**config.mk**
```make
export PLATFORM = sky130hd
export DESIGN_NAME = sem_ctrl
export DESIGN_NICKNAME = d
export VERILOG_FILES = /design/src/rtl/sem_pkg.sv /design/src/rtl/sem_ctrl.sv
export VERILOG_INCLUDE_DIRS = /design/src /design/src/rtl
export SDC_FILE = /design/constraint.sdc
export NUM_CORES = 1
export LEC_CHECK = 0
export ABC_AREA = 1
export BUFFER_PORTS_ARGS = -buffer_cell sky130_fd_sc_hd__buf_2
export CAP_MARGIN = 10
export CORE_AREA = 2 2 39 41
export DETAILED_ROUTE_END_ITERATION = 10
export DIE_AREA = 0 0 41 43
export GPL_TIMING_DRIVEN = 0
export PLACE_DENSITY_LB_ADDON = 0.2
export SLEW_MARGIN = 20
export SYNTH_ARGS = -nofsm -noshare
export SYNTH_HDL_FRONTEND = slang
export SYNTH_SLANG_ARGS = --single-unit
```
**constraint.sdc**
```tcl
create_clock -name clk_i -period 2.6 [get_ports clk_i]
set_input_delay 0.39 -clock clk_i [delete_from_list [all_inputs] [get_ports clk_i]]
set_output_delay 0.39 -clock clk_i [all_outputs]
set_load 0.02 [all_outputs]
```
**src/rtl/sobel_edge_magnitude_rgb_macros.svh**
```systemverilog
// Assertion macros shared by the Sobel edge magnitude RTL.
// No dependencies; included by files that assert.
`ifndef SOBEL_EDGE_MAGNITUDE_RGB_MACROS_SVH
`define SOBEL_EDGE_MAGNITUDE_RGB_MACROS_SVH

// Check an implication on every clock edge outside reset.
`define SEM_ASSERT_IMP(label, clk, rst_n, ante, cons, msg) \
  label: assert property (@(posedge clk) disable iff (!rst_n) (ante) |-> (cons)) \
    else $error(msg);

// Check a next-cycle implication outside reset.
`define SEM_ASSERT_NEXT(label, clk, rst_n, ante, cons, msg) \
  label: assert property (@(posedge clk) disable iff (!rst_n) (ante) |=> (cons)) \
    else $error(msg);

`endif

```
**src/rtl/sem_pkg.sv**
```systemverilog
// Package for the Sobel edge magnitude block: types, constants, state encoding.
// No dependencies.
`timescale 1ns / 1ps
package sem_pkg;
  localparam int unsigned PixW = 24;
  localparam int unsigned ChW  = 8;
  localparam int unsigned SumW = 17;
  localparam logic [7:0]  MagMax = 8'd255;
  localparam logic        CmdPixel = 1'b0;
  localparam logic        CmdFlush = 1'b1;
  localparam logic        CfgWidth  = 1'b0;
  localparam logic        CfgHeight = 1'b1;

  typedef enum logic [2:0] {
    StIdle, StRead, StGrad, StSqrt, StOut
  } state_e;

  typedef struct packed {
    logic store;
    logic read;
    logic grad;
    logic sqrt_start;
    logic advance;
  } cmd_t;

  typedef struct packed {
    logic ready;
    logic sqrt_done;
  } stat_t;
endpackage

```
**src/rtl/sem_ctrl.sv**
```systemverilog
// Controller state machine of the Sobel edge magnitude block.
// Depends on sem_pkg and the shared assertion macros.
`timescale 1ns / 1ps
`include "sobel_edge_magnitude_rgb_macros.svh"
module sem_ctrl (
  input  logic          clk_i,
  input  logic          rst_ni,
  input  logic          in_valid_i,
  output logic          in_ready_o,
  input  logic          out_ready_i,
  output logic          out_valid_o,
  input  sem_pkg::stat_t stat_i,
  output sem_pkg::cmd_t  cmd_o
);
  import sem_pkg::*;
  state_e state_q, state_d;

  always_ff @(posedge clk_i or negedge rst_ni) begin
    if (!rst_ni) state_q <= StIdle;
    else state_q <= state_d;
  end

  always_comb begin
    state_d = state_q;
    case (state_q)
      StIdle: if (in_valid_i) state_d = StRead;
      StRead: state_d = stat_i.ready ? StGrad : StIdle;
      StGrad: state_d = StSqrt;
      StSqrt: if (stat_i.sqrt_done) state_d = StOut;
      StOut:  if (out_ready_i) state_d = StIdle;
      default: state_d = StIdle;
    endcase
  end

  always_comb begin
    cmd_o = '0;
    in_ready_o = 1'b0;
    out_valid_o = 1'b0;
    case (state_q)
      StIdle: begin
        in_ready_o = 1'b1;
        cmd_o.store = in_valid_i;
      end
      StRead: cmd_o.read = stat_i.ready;
      StGrad: begin
        cmd_o.grad = 1'b1;
        cmd_o.sqrt_start = 1'b1;
      end
      StOut: begin
        out_valid_o = 1'b1;
        cmd_o.advance = out_ready_i;
      end
      default: ;
    endcase
  end

  `SEM_ASSERT_IMP(a_excl, clk_i, rst_ni, out_valid_o, !in_ready_o, "accept during output")
  `SEM_ASSERT_NEXT(a_hold, clk_i, rst_ni, out_valid_o && !out_ready_i, out_valid_o,
    "output dropped")
  `SEM_ASSERT_NEXT(a_grad, clk_i, rst_ni, cmd_o.grad, state_q == StSqrt, "grad not followed")
endmodule

```
==> qor.csv, run 1 <==
metric,value,unit
Post-Route Skew,0.000858,ns
final worst slack,0.960,ns
Final Non-Filler Cells,63,
met2 WL,226,um
startpoint types,flip-flop,
port bufs,12,
Worst EP arrival,1.25,ns
Yosys warning count,0,
Vias,231,
status,completed,
highest routed layer,met3,
setup violators final,0,
worst hold slack,0.476,ns
Clock Sinks,3,
largest family of logic cells by synthesized area,simple AND/OR/NAND/NOR gates,
first-pass GRT wire length,855,um
CTS max path bufs,2,
fin crit share,63.1,%
Largest regs,state_q: 3 flops,
DRC errors left,0,
area of the multi-input gates,98.8,um2
Cell Pwr Density,1290,nW/um2
"Slew Viols, Final",0,
Final Instance Area,328,um2
io pins,13,
Crit. End Element,primary output,
GPL Wtd Cong,0.603,
Fin. Hold Viols,0,
sequential area share after synthesis,35.5,%
initial antenna violation count,0,
Max Clk Rate,0.610,GHz
CP cell instances,nor2_2 > inv_2 > nor2_4 > buf_4 > buf_2,
Total Routing Usage GR,7.65,%
share of cells above drive strength 1,48.9,%
mapped cell area,211,um2
height of the die,43,um
worst-skew pair later-pin latency,0.23,ns
Reg area,75.1,um2
clock-pin slew on the worst setup and hold paths,0.04,ns
"commonest cells after routing, fill and taps aside","buf_2, inv_1, nand2_1",
TritonCTS clock tree,yes,
Iter 0 DRT Violations,0,
largest net degree at the start of global routing,7,
syn avg cell area,7.05,um2
Synth Area in Simple Gates,44.4,%
post-synthesis mux area share,0,%
Max stage delay on crit path,0.42,ns
xor and xnor area share after synthesis,0,%
Placed Cells,58,
core area,1380,um2
Final Util,23.7,%
ANT nets after route,0,
"leading cell type in the layout, fill and taps excluded",buf_2,
wire per inst,7.37,um
Final min period,1.64,ns
via/cell ratio,3.67,
vias in the first global route,224,
Seq cells post-synth,3,
htree depth,1,
met3 wire len,40,um
die width,41,um
CP Max Fanout,5,
cts bufs inserted,3,
adder-cell share of the synthesized area,0,%
Slew @ Worst Pin,0.210,ns
clk root buf,clkbuf_4,
final WL,464,um
peak supply drop,0.293,mV
RSZ-0062 raised after global routing,no,
wire length on met1,197,um
compound-cell area share of the yosys netlist,2.37,%
gr ovfl total,0,
Setup WS pre-CTS,1.19,ns
DRT Pass-1 Iters,1,
Rows,14,
Fillers,174,
Worst EP required,2.21,ns
ant diodes,0,
Synth-to-Final Area Change,55.0,%
Starting Density,15.3,%
Setup Crit Path Kind,reg2out,
fin nets,54,
die area,1760,um2
Largest register FFs,3,
max cap viols,0,
Area after DPL,292,um2
Syn Inst Count,30,
Max-slew headroom,86.0,%
Synth Net Count,36,
largest delay contributor family on the critical path,flip-flops,
hold crit path type,in2async,
Largest Register,state_q,
"Distinct cells, synth",13,
buffers plus inverters on the worst setup path,3,
Pwr Total,0.422,mW
slowest CP cell,dfrtp_1,
Static Leak,0.201,nW
dpl hpwl,393,um
Sum Neg Setup Slack,0,ns
-- path summary, 6_finish.rpt --
kind	start	endpoint	slack (ns)	depth (start not counted)
setup / recovery	state_q[0]	cmd_o[2]	0.96	5
hold / removal	rst_ni	state_q[1]	0.48	2
setup reg to reg	state_q[1]	state_q[0]	1.65	4
hold reg to reg	state_q[2]	state_q[2]	0.63	2
max in group asynchronous	rst_ni	state_q[2]	2.02	2
min in group clk_i	out_ready_i	state_q[2]	0.48	4
-- logic make-up (layout without fill, tap and decap cells) --
kind of cell,Yosys count,count (layout)
buf+inv,9,26
flops,3,3
compound gates,1,1
simple gates,17,17
-- cell type report --
cell class	count	share of cell area, %
buffer	1	2.29
clock buffer	4	8.02
inverter	8	9.16
multi-input combinational	18	30.2
sequential	3	22.9
tap	16	6.11
timing repair buffer	13	21.4
-- synth_stat cells --
library cell / number / area share, %
nand2_1: 4 / 7.1
inv_2: 3 / 5.3
o21ai_1: 1 / 2.4
nor3_1: 1 / 2.4
nor2_1: 3 / 5.3
nand4_1: 3 / 8.9
nor2_2: 2 / 5.9
nand3_1: 2 / 4.7
inv_1: 5 / 8.9
nor2_4: 1 / 5.3
nand3_2: 1 / 4.7
dfrtp_1: 3 / 36
buf_4: 1 / 3.6
-- repair_timing --
item	4_1_cts	5_1_grt
endpoints found under the setup margin	0	0
buffers inserted	0	0
hold buffers	1	0
gates resized for setup	0	0
hold endpoints to repair	3	0
-- power breakdown --
part | internal [mW] | switching (mW)
clock network | 0.0574 | 0.0221
logic | 0.0874 | 0.154
registers | 0.0697 | 0.0314
total | 0.215 | 0.207
-- routing by layer --
| layer | vias to the layer above | GRT usage (%) |
|---|---|---|
| met5 | - | 0 |
| met1 | 95 | 9.06 |
| met3 | 0 | 1.57 |
| li1 | 129 | - |
| met2 | 7 | 10.3 |
| met4 | 0 | 8.00 |
(Power assumes the default switching activity.)
==> run 2: changes to the inputs <==
==> constraint.sdc (replaced) <==
create_clock -name clk_i -period 1.4 [get_ports clk_i]
set_input_delay 0.21 -clock clk_i [delete_from_list [all_inputs] [get_ports clk_i]]
set_output_delay 0.21 -clock clk_i [all_outputs]
set_load 0.02 [all_outputs]
==> run 2 against run 1 <==
  * Cell area increased by 19%
  * Global-route usage increased by 0.40 points
  * Critical path depth unchanged
  * Clock skew increased by 0.00057 ns
  * Clock-buffer cell count unchanged
  * Register-to-register slack got worse by 1.3 ns
  * Sequential share of layout area decreased by 3.0 points
  * Core utilization increased by 4.5 points
  * Cell count increased by 7.9%
  * Die area unchanged
  * Setup slack got worse by 0.93 ns
  * Sequential power increased by 100%
  * Largest cell class is now non-clock buffers
  * Highest routed layer unchanged
==> qor.csv, run 2 (synthesized netlist as in run 1, its figures left out) <==
metric,value,unit,change
Clock Sinks,3,,unchanged
Global Route met3 Usage,1.57,%,unchanged
Post-Route Skew,0.00142,ns,+0.000567 ns
initial antenna violation count,0,,unchanged
Max Clk Rate,0.730,GHz,
Setup Crit Path Kind,reg2out,,
ant diodes,0,,unchanged
"commonest cells after routing, fill and taps aside","buf_2, buf_4, inv_1, nand2_1",,
Largest register FFs,3,,unchanged
wire per inst,7.81,um,+6.0%
met2 Track Usage GR,11.3,%,+0.94 points
CTS max path bufs,2,,unchanged
GPL Wtd Cong,0.603,,unchanged
TritonCTS clock tree,yes,,
Fin. Hold Viols,0,,unchanged
Total Routing Usage GR,8.05,%,+0.40 points
port bufs,12,,unchanged
via/cell ratio,3.72,,+1.5%
Pwr Total,0.959,mW,+130%
setup violators final,0,,unchanged
Slew @ Worst Pin,0.171,ns,-0.0391 ns
Vias,253,,+9.5%
Max-slew headroom,88.6,%,+2.6 points
Rows,14,,unchanged
DRC errors left,0,,unchanged
Static Leak,0.227,nW,+13%
htree depth,1,,unchanged
Sum Neg Setup Slack,0,ns,unchanged
gr busiest metal,met2,,
Starting Density,15.3,%,unchanged
Largest Register,state_q,,
gr ovfl total,0,,unchanged
first-pass GRT wire length,910,um,+6.4%
Worst EP required,1.19,ns,-1.02 ns
DRT Pass-1 Iters,4,,+3
CP Max Fanout,4,,-1
startpoint types,flip-flop,,
clk root buf,clkbuf_4,,
io pins,13,,unchanged
ANT nets after route,0,,unchanged
dpl hpwl,393,um,unchanged
Largest regs,state_q: 3 flops,,
die width,41,um,unchanged
Final min period,1.37,ns,
final WL,531,um,+14%
core area,1380,um2,unchanged
met1 GRT Util,9.39,%,+0.32 points
Crit. End Element,primary output,,
"Slew Viols, Final",0,,unchanged
"leading cell type in the layout, fill and taps excluded",buf_2,,
hold crit path type,in2async,,
clock-pin slew on the worst setup and hold paths,0.04,ns,about the same
height of the die,43,um,unchanged
max cap viols,0,,unchanged
vias in the first global route,233,,+4.0%
cts bufs inserted,3,,unchanged
Synth-to-Final Area Change,84.6,%,
RSZ-0062 raised after global routing,yes,,
fin nets,59,,+9.3%
Worst EP arrival,1.16,ns,-0.09 ns
worst-skew pair later-pin latency,0.23,ns,about the same
share of cells above drive strength 1,59.6,%,+11 points
largest net degree at the start of global routing,7,,unchanged
peak supply drop,0.557,mV,+90%
die area,1760,um2,unchanged
Cell Pwr Density,2460,nW/um2,+91%
fin crit share,97.9,%,
status,completed,,
Iter 0 DRT Violations,2,,+2
==> run 2: worst max-delay path, stage by stage (launching register included) <==
cell and delay, ns:
dfrtp_1 0.42, nor2_4 0.13, inv_2 0.06, nor2_4 0.12, buf_6 0.10, buf_6 0.10
==> run 2: path summary, 6_finish.rpt <==
check | from | end | slack [ns] | depth (start not counted)
max | state_q[2] | cmd_o[2] | 0.03 | 5
min | rst_ni | state_q[1] | 0.30 | 2
max reg2reg | state_q[0] | state_q[2] | 0.40 | 4
min reg2reg | state_q[2] | state_q[2] | 0.65 | 2
max in group asynchronous | rst_ni | state_q[0] | 0.99 | 2
min in group clk_i | out_ready_i | state_q[2] | 0.30 | 4
==> run 2: routing by layer <==
| layer | routed length, um | vias to the layer above |
|---|---|---|
| met3 | 39 | 0 |
| li1 | - | 136 |
| met1 | 232 | 110 |
| met2 | 259 | 7 |
| met4 | 0 | 0 |
| met5 | 0 | - |
==> run 2: what timing repair did <==
item / CTS / global route
setup buffers: 2 / 3
hold buffers: 1 / 0
gates cloned: 0 / 0
hold endpoints to repair: 3 / 0
pin swaps: 1 / 2
gates resized for setup: 3 / 6
setup endpoints to repair: 3 / 5
==> run 2: cell type report <==
| class | count | area (um2) |
|---|---|---|
| timing repair buffer | 18 | 119 |
| buffer | 1 | 11.3 |
| tap | 16 | 20.0 |
| sequential | 3 | 77.6 |
| multi-input combinational | 18 | 106 |
| clock buffer | 4 | 26.3 |
| inverter | 8 | 30.0 |
| fill | 163 | 993 |
==> run 2: per-stage QoR <==
step | setup WS (ns) | util (%) | hold slack [ns] | cells | instance area, um2
final | 0.0295 | 28.2 | 0.295 | 68 | 390
after floorplan | 0.0974 | - | -0.0856 | 30 | 211
after CTS | 0.00227 | 25.4 | 0.286 | 65 | 352
after global placement | 0.158 | 21.1 | 0.00914 | 58 | 292
after detailed placement | 0.172 | 21.1 | 0.00837 | 58 | 292
after global routing | -0.0519 | 28.2 | 0.310 | 68 | 390
==> run 2: where the power goes <==
group,total [mW],internal [mW],switching (mW)
clock network,0.148,0.107,0.0412
logic,0.608,0.288,0.320
registers,0.204,0.135,0.0684
==> run 3: changes to the inputs <==
==> constraint.sdc (replaced) <==
create_clock -name clk_i -period 1.12 [get_ports clk_i]
set_input_delay 0.168 -clock clk_i [delete_from_list [all_inputs] [get_ports clk_i]]
set_output_delay 0.168 -clock clk_i [all_outputs]
set_load 0.02 [all_outputs]
==> run 3 against run 2 <==
  * The flow now finishes with violations (negative setup slack)
  * Routed wire length shrank 4.0%
  * Flip-flop and latch count is the same
  * Cell area up 1.9%
  * Die area unchanged
  * Largest cell class unchanged
  * Largest power group unchanged
  * Highest routed layer unchanged
==> qor.csv, run 3 (synthesized netlist as in run 1, its figures left out) <==
metric,value,unit,change
peak supply drop,0.765,mV,+37%
die area,1760,um2,unchanged
htree depth,1,,unchanged
port bufs,12,,unchanged
"Slew Viols, Final",0,,unchanged
height of the die,43,um,unchanged
Rows,14,,unchanged
Largest regs,state_q: 3 flops,,
DRT Pass-1 Iters,3,,-1
Setup Crit Path Kind,reg2out,,
Crit. End Element,primary output,,
dpl hpwl,384,um,-2.1%
Synth-to-Final Area Change,88.2,%,
initial antenna violation count,0,,unchanged
final WL,510,um,-4.0%
Setup WS pre-CTS,-0.0736,ns,-0.246 ns
io pins,13,,unchanged
Iter 0 DRT Violations,2,,unchanged
Slew @ Worst Pin,0.171,ns,+0.000616 ns
Max Clk Rate,0.763,GHz,
ANT nets after route,0,,unchanged
die width,41,um,unchanged
Static Leak,0.229,nW,+0.62%
wire per inst,7.50,um,-4.0%
core area,1380,um2,unchanged
met2 WL,255,um,-1.5%
violated checks,negative setup slack,,
Cell Pwr Density,3040,nW/um2,+24%
ant diodes,0,,unchanged
Area after DPL,297,um2,+1.7%
Largest Register,state_q,,
setup violators final,7,,+7
final worst slack,-0.191,ns,-0.221 ns
first-pass GRT wire length,938,um,+3.1%
Fin. Hold Viols,0,,unchanged
max cap viols,0,,unchanged
vias in the first global route,237,,+1.7%
Max-slew headroom,88.6,%,about the same
hold crit path type,in2async,,
fin nets,59,,unchanged
CP Max Fanout,3,,-1
Clock Sinks,3,,unchanged
CP Launch Point,state_q[2],,
Total Routing Usage GR,8.05,%,unchanged
Largest register FFs,3,,unchanged
Worst EP required,0.95,ns,-0.24 ns
largest net degree at the start of global routing,7,,unchanged
Vias,240,,-5.1%
met3 wire len,46,um,+18%
clk root buf,clkbuf_4,,
fin crit share,117,%,
clock-pin slew on the worst setup and hold paths,0.04,ns,about the same
Post-Route Skew,0.00163,ns,+0.000202 ns
DRC errors left,0,,unchanged
CTS max path bufs,2,,unchanged
startpoint types,flip-flop,,
via/cell ratio,3.53,,-5.1%
"commonest cells after routing, fill and taps aside","buf_4, buf_2, inv_1, nand2_1",,
RSZ-0062 raised after global routing,yes,,
Final min period,1.31,ns,
highest routed layer,met3,,
worst-skew pair later-pin latency,0.23,ns,about the same
Starting Density,15.3,%,unchanged
Worst EP arrival,1.14,ns,-0.02 ns
GPL Wtd Cong,0.620,,+2.9%
gr ovfl total,0,,unchanged
share of cells above drive strength 1,59.6,%,unchanged
RR Startpoint,state_q[0],,
Final Instance Area,398,um2,+1.9%
TritonCTS clock tree,yes,,
cts bufs inserted,3,,unchanged
status,finished with violations,,
wire length on met1,207,um,-11%
"leading cell type in the layout, fill and taps excluded",buf_4,,
==> run 3: cell counts in the layout (fill, tap and decap cells not counted) <==
Identical to the previous run, type by type.
==> run 3: layout make-up <==
class	count	area, um2
inverter	8	30.0
multi-input combinational	18	109
sequential	3	77.6
fill	157	986
tap	16	20.0
timing repair buffer	18	128
buffer	1	7.51
clock buffer	4	26.3
==> run 3: stage by stage <==
step	TNS, ns	std cells	total power [mW]	hold WS (ns)	utilization (%)
floorplan	-0.0227	30	0.662	-0.128	-
global placement	-0.0853	58	0.820	-0.0328	21.4
detailed placement	-0.0736	58	0.813	-0.0330	21.4
CTS	-1.20	68	1.24	0.246	28.8
global route	-1.67	68	1.33	0.268	28.8
finish	-1.01	68	1.21	0.256	28.8
==> run 3: worst paths after layout <==
kind | to | slack, ns | depth (start not counted)
worst max-delay path | cmd_o[2] | -0.19 | 5
worst min-delay path | state_q[1] | 0.26 | 2
worst max register to register | state_q[1] | 0.06 | 6
worst min register to register | state_q[2] | 0.63 | 2
max in group asynchronous | state_q[0] | 0.75 | 2
min in group clk_i | state_q[2] | 0.26 | 4
==> run 3: routing by layer <==
layer / track usage, % / vias up
met2: 10.0 / 7
met3: 1.57 / 0
li1: - / 135
met1: 10.7 / 98
met5: 0 / -
met4: 8.00 / 0
==> run 3: report_power, final <==
group | switching (mW) | internal, mW | total, mW
Clock | 0.0520 | 0.133 | 0.185
Combinational | 0.400 | 0.373 | 0.774
Sequential | 0.0810 | 0.169 | 0.250
==> run 3: timing repair <==
item                                   4_1_cts  5_1_grt
setup endpoints to repair                    7        8
hold buffers                                 1        0
pin swaps                                    3        1
gates cloned                                 0        0
resized for setup                           10        0
buffers inserted                             5        0
endpoints found under the hold margin        3        0
==> run 3: critical path, stage by stage (launching register included) <==
cell and delay, ns:
dfrtp_1 0.41, nor2_4 0.13, inv_2 0.06, nor2_4 0.10, buf_4 0.12, buf_6 0.10
